<file path="src/hw/rtl/double_ended_queue_assert.svh">
// assertion macros for the double-ended queue
// expects clock and reset in the scope of the asserting module
`ifndef DOUBLE_ENDED_QUEUE_ASSERT_SVH
`define DOUBLE_ENDED_QUEUE_ASSERT_SVH

// single property, sampled on clock, off during reset
`define DEQ_ASSERT(lbl, prop, msg) \
   lbl: assert property (@(posedge clock) disable iff (reset) prop) \
      else $error(msg);

// antecedent in this cycle implies consequent in the next
`define DEQ_ASSERT_NEXT(lbl, ante, cons, msg) \
   lbl: assert property (@(posedge clock) disable iff (reset) (ante) |=> (cons)) \
      else $error(msg);

`endif

</file>
<file path="src/hw/rtl/deq_pkg.sv">
// shared types and codes for the double-ended queue
// no dependencies
`default_nettype none

package deq_pkg;

   localparam int unsigned VALUE_W = 32;

   typedef enum logic [2:0] {
      DEQ_OP_PUSH_FRONT    = 3'd0,
      DEQ_OP_PUSH_BACK     = 3'd1,
      DEQ_OP_DISCARD_FRONT = 3'd2,
      DEQ_OP_DISCARD_BACK  = 3'd3,
      DEQ_OP_CLEAR         = 3'd4,
      DEQ_OP_QUERY         = 3'd5
   } deq_op_type;

   typedef enum logic [1:0] {
      DEQ_ST_DONE  = 2'd0,
      DEQ_ST_FULL  = 2'd1,
      DEQ_ST_EMPTY = 2'd2
   } deq_status_type;

   typedef enum logic {
      DEQ_IDLE = 1'b0,
      DEQ_READ = 1'b1
   } deq_state_type;

endpackage

`default_nettype wire

</file>
<file path="src/hw/rtl/double_ended_queue.sv">
// Bounded double-ended queue on a ring of DEPTH entries in one synchronous RAM
// (registered read data). Every request transfer yields exactly one response
// transfer with a status, the front and back entries with valid flags, the
// entry count and an empty flag, all as they stand after the operation. Op
// codes: push front, push back, discard front, discard back, clear, query;
// the two unused codes behave as a query. A push into a full ring is refused
// with the full status and a discard on an empty ring is ignored with the
// empty status, both leaving the state alone. The front and back entries are
// held in cache registers next to the RAM, so pushes, clears, queries and
// discards that leave the queue empty need no RAM read. A discard that
// leaves entries behind passes through the READ state: the new front or
// back entry has to be fetched from the RAM, whose read data is registered.
// The response sits in an output register; a new request transfer is taken
// in the same cycle the pending response is transferred, so the block
// sustains one item per cycle while rsp_stall is low, except for those
// discards, which stall requests. Front and back read as zero when empty. Entries
// are kept in DATA_WIDTH bits: pushed values are truncated to DATA_WIDTH
// bits, and the 32-bit response fields carry the low 32 bits of an entry.
// Depends on deq_pkg and double_ended_queue_assert.svh.
`default_nettype none

`include "double_ended_queue_assert.svh"

module double_ended_queue #(
   parameter int unsigned DEPTH      = 16,
   parameter int unsigned DATA_WIDTH = 32,
   localparam int unsigned CNT_W     = $clog2(DEPTH + 1)
) (
   input  wire                          clock,
   input  wire                          reset,
   // request channel
   input  wire                          req_valid,
   output logic                         req_stall,
   input  wire  [2:0]                   req_op,
   input  wire  [deq_pkg::VALUE_W-1:0]  req_item_value,
   // response channel
   output logic                         rsp_valid,
   input  wire                          rsp_stall,
   output logic [1:0]                   rsp_status,
   output logic [deq_pkg::VALUE_W-1:0]  rsp_front_value,
   output logic                         rsp_front_valid,
   output logic [deq_pkg::VALUE_W-1:0]  rsp_back_value,
   output logic                         rsp_back_valid,
   output logic [CNT_W-1:0]             rsp_entry_count,
   output logic                         rsp_is_empty
);

   localparam int unsigned IDX_W = $clog2(DEPTH);
   // common width for moving between entry width and the 32-bit ports
   localparam int unsigned EXT_W = (DATA_WIDTH > deq_pkg::VALUE_W) ?
                                   DATA_WIDTH : deq_pkg::VALUE_W;

   // ring index helpers, DEPTH need not be a power of two
   function automatic logic [IDX_W-1:0] ring_next(input logic [IDX_W-1:0] idx);
      return (idx == IDX_W'(DEPTH - 1)) ? '0 : idx + IDX_W'(1);
   endfunction

   function automatic logic [IDX_W-1:0] ring_prev(input logic [IDX_W-1:0] idx);
      return (idx == '0) ? IDX_W'(DEPTH - 1) : idx - IDX_W'(1);
   endfunction

   // control state
   deq_pkg::deq_state_type state_ff, state_in;
   logic [IDX_W-1:0]       head_ff, head_in;
   logic [IDX_W-1:0]       tail_ff, tail_in;
   logic [CNT_W-1:0]       count_ff, count_in;

   // cached end entries and the pending discard side
   logic [DATA_WIDTH-1:0]  front_ff, front_in;
   logic [DATA_WIDTH-1:0]  back_ff, back_in;
   logic                   pend_front_ff, pend_front_in;

   // entry ram
   logic [DATA_WIDTH-1:0]  mem [DEPTH];
   logic                   mem_we;
   logic                   mem_re;
   logic [IDX_W-1:0]       wr_addr;
   logic [IDX_W-1:0]       rd_addr;
   logic [DATA_WIDTH-1:0]  rd_data_ff;

   // response register
   logic                            rsp_valid_ff, rsp_valid_in;
   deq_pkg::deq_status_type         rsp_status_ff, status_in;
   logic [deq_pkg::VALUE_W-1:0]     rsp_front_ff, rsp_front_in;
   logic [deq_pkg::VALUE_W-1:0]     rsp_back_ff, rsp_back_in;
   logic [CNT_W-1:0]                rsp_count_ff;
   logic                            rsp_any_ff;

   // handshake and sequencing
   logic                   req_accept;
   logic                   in_idle;
   logic                   in_read;
   logic                   need_read;
   logic                   rsp_load;

   // push data and response value conversion
   logic [EXT_W-1:0]       push_ext;
   logic [DATA_WIDTH-1:0]  push_data;
   logic [EXT_W-1:0]       front_ext;
   logic [EXT_W-1:0]       back_ext;
   logic                   count_full;
   logic                   count_zero;
   logic                   count_one;

   // terms for the checks at the end
   logic                   discard_fetch;
   logic                   push_taken;
   logic [CNT_W-1:0]       count_up;

   assign push_ext   = EXT_W'(req_item_value);
   assign push_data  = push_ext[DATA_WIDTH-1:0];
   assign count_full = (count_ff == CNT_W'(DEPTH));
   assign count_zero = (count_ff == '0);
   assign count_one  = (count_ff == CNT_W'(1));

   assign req_accept = req_valid && !req_stall;

   // next state
   always_comb begin
      state_in = state_ff;
      case (state_ff)
         deq_pkg::DEQ_IDLE: begin
            if (req_accept && need_read) begin
               state_in = deq_pkg::DEQ_READ;
            end
         end
         deq_pkg::DEQ_READ: begin
            state_in = deq_pkg::DEQ_IDLE;
         end
         default: begin
            state_in = deq_pkg::DEQ_IDLE;
         end
      endcase
   end

   // state outputs: take a request only when idle and the response slot
   // is free or being transferred this cycle
   always_comb begin
      in_idle = 1'b0;
      in_read = 1'b0;
      case (state_ff)
         deq_pkg::DEQ_IDLE: in_idle = 1'b1;
         deq_pkg::DEQ_READ: in_read = 1'b1;
         default:           in_idle = 1'b0;
      endcase
      req_stall = !(in_idle && (!rsp_valid_ff || !rsp_stall));
      rsp_load  = (in_idle && req_accept && !need_read) || in_read;
   end

   // operation datapath: ring pointers, ram access and cache update
   always_comb begin
      head_in       = head_ff;
      tail_in       = tail_ff;
      count_in      = count_ff;
      front_in      = front_ff;
      back_in       = back_ff;
      pend_front_in = pend_front_ff;
      status_in     = deq_pkg::DEQ_ST_DONE;
      mem_we        = 1'b0;
      wr_addr       = tail_ff;
      rd_addr       = head_ff;
      need_read     = 1'b0;

      if (in_read) begin
         // fetched entry becomes the new end of the queue
         if (pend_front_ff) begin
            front_in = rd_data_ff;
         end else begin
            back_in = rd_data_ff;
         end
      end else if (req_accept) begin
         case (deq_pkg::deq_op_type'(req_op))
            deq_pkg::DEQ_OP_PUSH_FRONT: begin
               if (count_full) begin
                  status_in = deq_pkg::DEQ_ST_FULL;
               end else begin
                  head_in  = ring_prev(head_ff);
                  wr_addr  = head_in;
                  mem_we   = 1'b1;
                  count_in = count_ff + CNT_W'(1);
                  front_in = push_data;
                  if (count_zero) begin
                     back_in = push_data;
                  end
               end
            end
            deq_pkg::DEQ_OP_PUSH_BACK: begin
               if (count_full) begin
                  status_in = deq_pkg::DEQ_ST_FULL;
               end else begin
                  wr_addr  = tail_ff;
                  mem_we   = 1'b1;
                  tail_in  = ring_next(tail_ff);
                  count_in = count_ff + CNT_W'(1);
                  back_in  = push_data;
                  if (count_zero) begin
                     front_in = push_data;
                  end
               end
            end
            deq_pkg::DEQ_OP_DISCARD_FRONT: begin
               if (count_zero) begin
                  status_in = deq_pkg::DEQ_ST_EMPTY;
               end else begin
                  head_in  = ring_next(head_ff);
                  count_in = count_ff - CNT_W'(1);
                  if (!count_one) begin
                     rd_addr       = head_in;
                     need_read     = 1'b1;
                     pend_front_in = 1'b1;
                  end
               end
            end
            deq_pkg::DEQ_OP_DISCARD_BACK: begin
               if (count_zero) begin
                  status_in = deq_pkg::DEQ_ST_EMPTY;
               end else begin
                  tail_in  = ring_prev(tail_ff);
                  count_in = count_ff - CNT_W'(1);
                  if (!count_one) begin
                     rd_addr       = ring_prev(tail_in);
                     need_read     = 1'b1;
                     pend_front_in = 1'b0;
                  end
               end
            end
            deq_pkg::DEQ_OP_CLEAR: begin
               head_in  = '0;
               tail_in  = '0;
               count_in = '0;
            end
            default: begin
               // query and the unused codes leave the state alone
               count_in = count_ff;
            end
         endcase
      end
   end

   assign mem_re = need_read;

   // response payload from the post-operation state, zero values when empty
   assign front_ext    = EXT_W'(front_in);
   assign back_ext     = EXT_W'(back_in);
   assign rsp_front_in = (count_in != '0) ? front_ext[deq_pkg::VALUE_W-1:0] : '0;
   assign rsp_back_in  = (count_in != '0) ? back_ext[deq_pkg::VALUE_W-1:0] : '0;

   always_comb begin
      rsp_valid_in = rsp_valid_ff;
      if (rsp_load) begin
         rsp_valid_in = 1'b1;
      end else if (rsp_valid_ff && !rsp_stall) begin
         rsp_valid_in = 1'b0;
      end
   end

   // entry ram, write and registered read
   always_ff @(posedge clock) begin
      if (mem_we) begin
         mem[wr_addr] <= push_data;
      end
      if (mem_re) begin
         rd_data_ff <= mem[rd_addr];
      end
   end

   // control registers
   always_ff @(posedge clock) begin
      if (reset) begin
         state_ff     <= deq_pkg::DEQ_IDLE;
         head_ff      <= '0;
         tail_ff      <= '0;
         count_ff     <= '0;
         rsp_valid_ff <= 1'b0;
      end else begin
         state_ff     <= state_in;
         head_ff      <= head_in;
         tail_ff      <= tail_in;
         count_ff     <= count_in;
         rsp_valid_ff <= rsp_valid_in;
      end
   end

   // payload registers
   always_ff @(posedge clock) begin
      front_ff      <= front_in;
      back_ff       <= back_in;
      pend_front_ff <= pend_front_in;
      if (rsp_load) begin
         rsp_status_ff <= status_in;
         rsp_front_ff  <= rsp_front_in;
         rsp_back_ff   <= rsp_back_in;
         rsp_count_ff  <= count_in;
         rsp_any_ff    <= (count_in != '0);
      end
   end

   assign rsp_valid       = rsp_valid_ff;
   assign rsp_status      = rsp_status_ff;
   assign rsp_front_value = rsp_front_ff;
   assign rsp_front_valid = rsp_any_ff;
   assign rsp_back_value  = rsp_back_ff;
   assign rsp_back_valid  = rsp_any_ff;
   assign rsp_entry_count = rsp_count_ff;
   assign rsp_is_empty    = !rsp_any_ff;

   assign discard_fetch = req_accept && (count_ff > CNT_W'(1)) &&
                          ((req_op == deq_pkg::DEQ_OP_DISCARD_FRONT) ||
                           (req_op == deq_pkg::DEQ_OP_DISCARD_BACK));
   assign push_taken    = req_accept && !count_full &&
                          ((req_op == deq_pkg::DEQ_OP_PUSH_FRONT) ||
                           (req_op == deq_pkg::DEQ_OP_PUSH_BACK));
   assign count_up      = count_ff + CNT_W'(1);

   // count stays within the ring
   `DEQ_ASSERT(a_count_bound, count_ff <= CNT_W'(DEPTH), "entry count above depth")
   // a ram fetch only runs with the response slot empty
   `DEQ_ASSERT(a_read_slot_free, in_read |-> !rsp_valid_ff, "fetch with response pending")
   // a discard that leaves entries fetches the new end entry
   `DEQ_ASSERT_NEXT(a_discard_fetch, discard_fetch, in_read, "discard without fetch")
   // an accepted push into a non-full ring adds one entry
   `DEQ_ASSERT_NEXT(a_push_count, push_taken, count_ff == $past(count_up), "push not counted")

endmodule

`default_nettype wire

</file>
<file path="config.mk">
export PLATFORM = sky130hd
export DESIGN_NAME = double_ended_queue
export DESIGN_NICKNAME = d
export VERILOG_FILES = /design/src/hw/rtl/deq_pkg.sv /design/src/hw/rtl/double_ended_queue.sv
export VERILOG_INCLUDE_DIRS = /design/src /design/src/hw/rtl
export SDC_FILE = /design/constraint.sdc
export NUM_CORES = 1
export LEC_CHECK = 0
export BUFFER_PORTS_ARGS = -buffer_cell sky130_fd_sc_hd__buf_4
export CAP_MARGIN = 10
export CORE_ASPECT_RATIO = 0.6
export CORE_UTILIZATION = 45
export CTS_CLUSTER_SIZE = 30
export DETAILED_ROUTE_END_ITERATION = 10
export HOLD_SLACK_MARGIN = 0.15
export MAX_ROUTING_LAYER = met4
export PLACE_DENSITY = 0.58
export SLEW_MARGIN = 20
export SYNTH_ARGS = -nofsm -noshare
export SYNTH_HDL_FRONTEND = slang
export SYNTH_SLANG_ARGS = --single-unit
</file>
<file path="constraint.sdc">
create_clock -name clock -period 6.15 [get_ports clock]
set_clock_uncertainty 0.2 [all_clocks]
set_input_delay 1.23 -clock clock [delete_from_list [all_inputs] [get_ports clock]]
set_output_delay 1.23 -clock clock [all_outputs]
set_load 0.02 [all_outputs]
</file>
### Yosys cells after proc, flatten, opt, wreduce, memory -nomap -nowiden

Memories as Yosys holds them, arrays and structs flattened. A register that Yosys moved wholly into a read port is not among the register bits.
Cells that the tools add are included.

* bits in registers: 152
* RAM bits: 512
* input bits: 39
* output and inout bits: 76
* memories: 1

Memory list
* mem: depth 16, width 32, read ports 1, clocked after memory_dff 1, write ports 1, line double_ended_queue.sv:74 `logic [DATA_WIDTH-1:0] mem [DEPTH];`

* $add $sub $neg: 7
* equal/unequal tests: 14
* muxes and demuxes: 66
* bitwise gates (word level): 3
* reduce and logical (&&, ||, !) cells: 29

Operators with widths (number)
* 2-to-1 mux 32 bit: 12
* case mux 32 bit (2 select lines): 2
* 2-to-1 mux 4 bit: 19
* case mux 4 bit (3 select lines): 2
* 2-to-1 mux 1 bit: 21
* 2-to-1 mux 5 bit: 4
* case mux 5 bit (3 select lines): 1
* logical NOT 4 bit: 3
* inequality test 2 bit (second input constant): 6
* subtractor 4 x 1 -> 4 bit (second input constant): 3
* AND reduction 5 bit: 2
* adder 4 x 1 -> 4 bit (second input constant): 2
* equality test 4 bit (second input constant): 2
* case mux 4 bit (2 select lines): 1
* AND reduction 7 bit: 1
* equality test 3 x 2 -> 1 bit (second input constant): 2
* logical AND 1 bit: 6
* nonzero test 3 bit: 2
* OR reduction 2 bit: 3
* adder 5 x 1 -> 5 bit (second input constant): 1
* equality test 5 x 1 -> 1 bit (second input constant): 1
* equality test 5 bit (second input constant): 1
* logical NOT 1 bit: 5
* logical NOT 5 bit: 1
* 11 further kinds: 16

### Depth between registers and ports, before layout

* word-level depth: 10
* mapped depth: 14

### Worst setup path after synthesis

OpenSTA, ideal clock, no wires.

* kind: input to register
* start point: input port req_valid
* end point: memory mem[15][0] (enable)
* setup time: 0.421 ns
* arrival: 4.040 ns
* required time: 5.529 ns
* path slack: 1.489 ns
* cell stages on the path: 8
* path buffers: 1
* cells stage by stage: nor2b_2 -> and2_1 -> clkbuf_1 -> nand3_1 -> nor2_1 -> mux2i_1 -> or2_2 -> nor2_1

* word-level cells in the longest chain between the ends: 5
* elaborated cells on any way between the ends: 7
* those cells by class: 6 x mux; 1 x reduce/logical

Ends and longest elaborated chain
* from (decl): line double_ended_queue.sv:32 `input wire req_valid,`
* logical AND 1 bit *: line double_ended_queue.sv:116 `assign req_accept = req_valid && !req_stall;`
* 2-to-1 mux 1 bit: line double_ended_queue.sv:171 `end else if (req_accept) begin`
* 2-to-1 mux 1 bit: line double_ended_queue.sv:164 `if (in_read) begin`
* 2-to-1 mux 1 bit: line double_ended_queue.sv:259 `if (mem_we) begin`
* 2-to-1 mux 1 bit (not written as such): line double_ended_queue.sv:260 `mem[wr_addr] <= push_data;`
* to (decl): line double_ended_queue.sv:74

Mark *: on every way between the ends. The rest lies on a longest branch, timed or not.

### Worst setup path in the final report

* start point: register tail_ff[0]
* end point: register rd_data_ff[28], read port of mem (data pin)

* word-level cells in the longest chain between the ends: 9
* elaborated cells on any way between the ends: 11
* those cells by class: 2 x add/sub; 7 x mux; 2 x reduce/logical

Ends and longest elaborated chain
* from (decl): line double_ended_queue.sv:65 `logic [IDX_W-1:0] tail_ff, tail_in;`
* from (signal assigned): line double_ended_queue.sv:278 `tail_ff <= tail_in;`
* subtractor 4 x 1 -> 4 bit or logical NOT 4 bit (tied branches): line double_ended_queue.sv:59 `return (idx == '0) ? IDX_W'(DEPTH - 1) : idx - IDX_W'(1);`
* 2-to-1 mux 4 bit *: line double_ended_queue.sv:59
* subtractor 4 x 1 -> 4 bit or logical NOT 4 bit (tied branches): line double_ended_queue.sv:59
* 2-to-1 mux 4 bit *: line double_ended_queue.sv:59
* 2-to-1 mux 4 bit *: line double_ended_queue.sv:220 `if (!count_one) begin`
* 2-to-1 mux 4 bit *: line double_ended_queue.sv:215 `if (count_zero) begin`
* case mux 4 bit (2 select lines) *: line double_ended_queue.sv:172 `case (deq_pkg::deq_op_type'(req_op))`
* 2-to-1 mux 4 bit *: line double_ended_queue.sv:171
* 2-to-1 mux 4 bit *: line double_ended_queue.sv:164
* to (decl): line double_ended_queue.sv:79 `logic [DATA_WIDTH-1:0] rd_data_ff;`

Marks and branches as above.
A chain may end at the register's enable or synchronous reset.

==> run metrics <==
Die Y 199 µm; DP Cell Count 2985; clk slew on worst S/H paths 60 ps; vias in the first global route 17800; post-synth cell types 71; Yosys top cell area share 63.9%; placed inst area 0.0309 mm²; Clock Latency Late Sink 600 ps; Max IR drop VDD 191 µV; Routed WL 78.0 mm; status completed; vias per cell 6.02; cell chain of the critical path inv_1 > ha_1 > or3b_4 > a32oi_1 > or3_2 > o22ai_4 > buf_12 > a221o_1 > nor2_1 > o31ai_1; cell area after layout 0.0330 mm²; total track usage 24.6%; GRT Residual Overflow 0; sequential-to-total area share from yosys stat 69.3%; Die W 330 µm; Hold Startpoint back_ff[12]; Worst Path Arrival 4760 ps; Tot Pwr 10.6 mW; crit path launch tail_ff[0]; actual slew at the worst max-slew pin 1130 ps; crit path to rd_data_ff[28]; top-count cell post-synth edfxtp_1; crit-path max FO 29; CP Capture Type flip-flop; Post-synth EDFFs 617; r2r setup slk 1610 ps; largest net degree at the start of global routing 79; Final min period 4540 ps; worst reg2reg path depth 10; DIE AREA 0.0655 mm²; Setup Crit Path Kind flip-flop to flip-flop; Yosys top cell by area edfxtp_1; setup TNS 0 ps; Synth area leaders edfxtp_1 (64%), mux2i_1 (5.9%), dfxtp_1 (5.5%); critical path startpoint category flip-flop; CP max-delay cell o22ai_4; final max-slew violation count 0; f_max 220 MHz; Synth async-reset ratio 0%; global-route wire length before repair 115 mm; Remaining DRCs 0; Worst R2R End rd_data_ff[28]; # diodes 0; CTS tree yes; Detailed Place HPWL 46.2 mm; synthesis-stage register bit count 696; Setup violations, final 0; Hold Fails Final Rpt 0; DRT iter0 DRCs 1912; Hold Buf Count CTS 0; top_reg_cell synth edfxtp_1; Slew headroom 24.3%; H-tree depth 3; RSZ-0062 raised after global routing false; # Post-CTS Setup Buffers 0; DR WL/cell 25.1 µm; Synth Net Count 2181; synthesized cell area 0.0290 mm²; period utilisation layout 73.8%; Max-cap violations 0; Required @ worst endpoint 6370 ps; clock buffer depth 3; Mean Syn Cell Area 13.6 µm²; Top-Level Pins 115; DRT Pass-1 Iters 5; # rows 71; antenna violations before repair 0; proportion of layout cells with a drive suffix above 1 13.6%; Root Buffer clkbuf_16; Hold Path Class flip-flop to flip-flop; cell count after synthesis 2130; CTS resizes 0; final cell count without fillers 3102; CP peak stage delay 920 ps; Layout Nets 2265; P&R area growth vs syn 13.8%; Power Dens Cells 320 mW/mm²; Leak 11.4 nW; clock tree sinks 696; Worst R2R Start tail_ff[0]; IO buf count 114; CORE AREA 0.0632 mm²; Starting Density 45.9%; Synth top cells by count edfxtp_1 (617), nand2_1 (328), mux2i_1 (170), a21oi_1 (110), a221o_1 (82); Placer Congestion 0.839; Via Count 18700; CTS buffer count 66; Syn. warnings 0; DRT antenna net count 0
## report_power, final
group / internal (mW) / switching, mW
Sequential: 5.37 / 0.0846
Clock: 2.25 / 1.74
Combinational: 0.412 / 0.690
## sequential cells by signal (all words and copies together) (netlist names)
| signal | cells |
|---|---|
| pend_front_ff | 1 |
| state_ff | 1 |
| front_ff | 32 |
| rsp_entry_count | 5 |
| back_ff | 32 |
| rsp_status | 2 |
| head_ff | 4 |
| rsp_back_valid | 1 |
| rsp_back_value | 32 |
| rsp_valid | 1 |
| rd_data_ff | 32 |
| rsp_front_value | 32 |
| mem | 512 |
| tail_ff | 4 |
| count_ff | 5 |
## per-stage QoR
step / util (%) / hold slack [ps] / setup slack [ps]
final: 52.3 / 248 / 1610
after global routing: 52.3 / 267 / 1440
after CTS: 52.2 / 250 / 1670
after detailed placement: 49.0 / 234 / 1300
after global placement: 49.0 / 229 / 1440
after floorplan: - / 218 / 1490
## kinds of logic (layout without fill, tap and decap cells)
kind of cell             count (synthesis)  after routing  share of synthesized area, %
flip-flops                             696            696                          69.3
buffers and inverters                  165            298                          2.70
XOR/XNOR                                 2              2                        0.0604
adder cells (fa/ha/maj)                 12             12                         0.518
AO/OA/AOI/OAI                          471            471                          11.8
multiplexers                           174            174                          6.07
AND/OR/NAND/NOR                        610            610                          9.57
## worst min-delay path by stage
| stage | to | slack [ps] | cells past startpoint |
|---|---|---|---|
| 2_1_floorplan | back_ff[0] | 220 | 2 |
| 3_3_place_gp | back_ff[30] | 230 | 2 |
| 3_5_place_dp | back_ff[27] | 230 | 2 |
| 4_1_cts | back_ff[12] | 250 | 2 |
| 5_1_grt | back_ff[12] | 270 | 2 |
| 6_report | back_ff[12] | 250 | 2 |
## layer usage
layer	GRT usage, %	up-vias	routed length, µm
met5	-	-	0
met4	5.30	0	1280
met3	3.74	92	5470
met2	36.3	694	34900
met1	36.0	9502	36400
li1	-	8374	-
## critical path, delay by kind of cell (launching register included)
| family | cells | cell delay (ps) |
|---|---|---|
| compound gates | 4 | 1460 |
| fa+ha+maj | 1 | 310 |
| buf+inv | 2 | 560 |
| flops | 1 | 660 |
| simple gates | 3 | 1120 |
## placed cells by master, fill, tap and decap left out, types with 17 or more instances in the layout
cell,n
o221ai_1,34
o22ai_1,48
clkbuf_1,19
nor2_4,17
and3_1,38
a221o_1,82
nor2b_1,50
o31ai_1,29
dfxtp_1,77
nand2_1,328
nor2_1,61
clkbuf_16,69
a31oi_1,36
a211oi_1,40
buf_4,154
a22oi_1,23
a21boi_0,25
edfxtp_1,617
mux2i_1,170
a21oi_1,108
nand3_1,64
## area by class of cell
| type | count | area, µm² |
|---|---|---|
| multi-input combinational | 1269 | 8360 |
| clock buffer | 90 | 1830 |
| tap | 839 | 1050 |
| timing repair buffer | 164 | 1360 |
| inverter | 17 | 66.3 |
| fill | 5226 | 30200 |
| sequential | 696 | 20100 |
| clock inverter | 27 | 234 |
No activity file was read; power rests on OpenSTA's default activity.
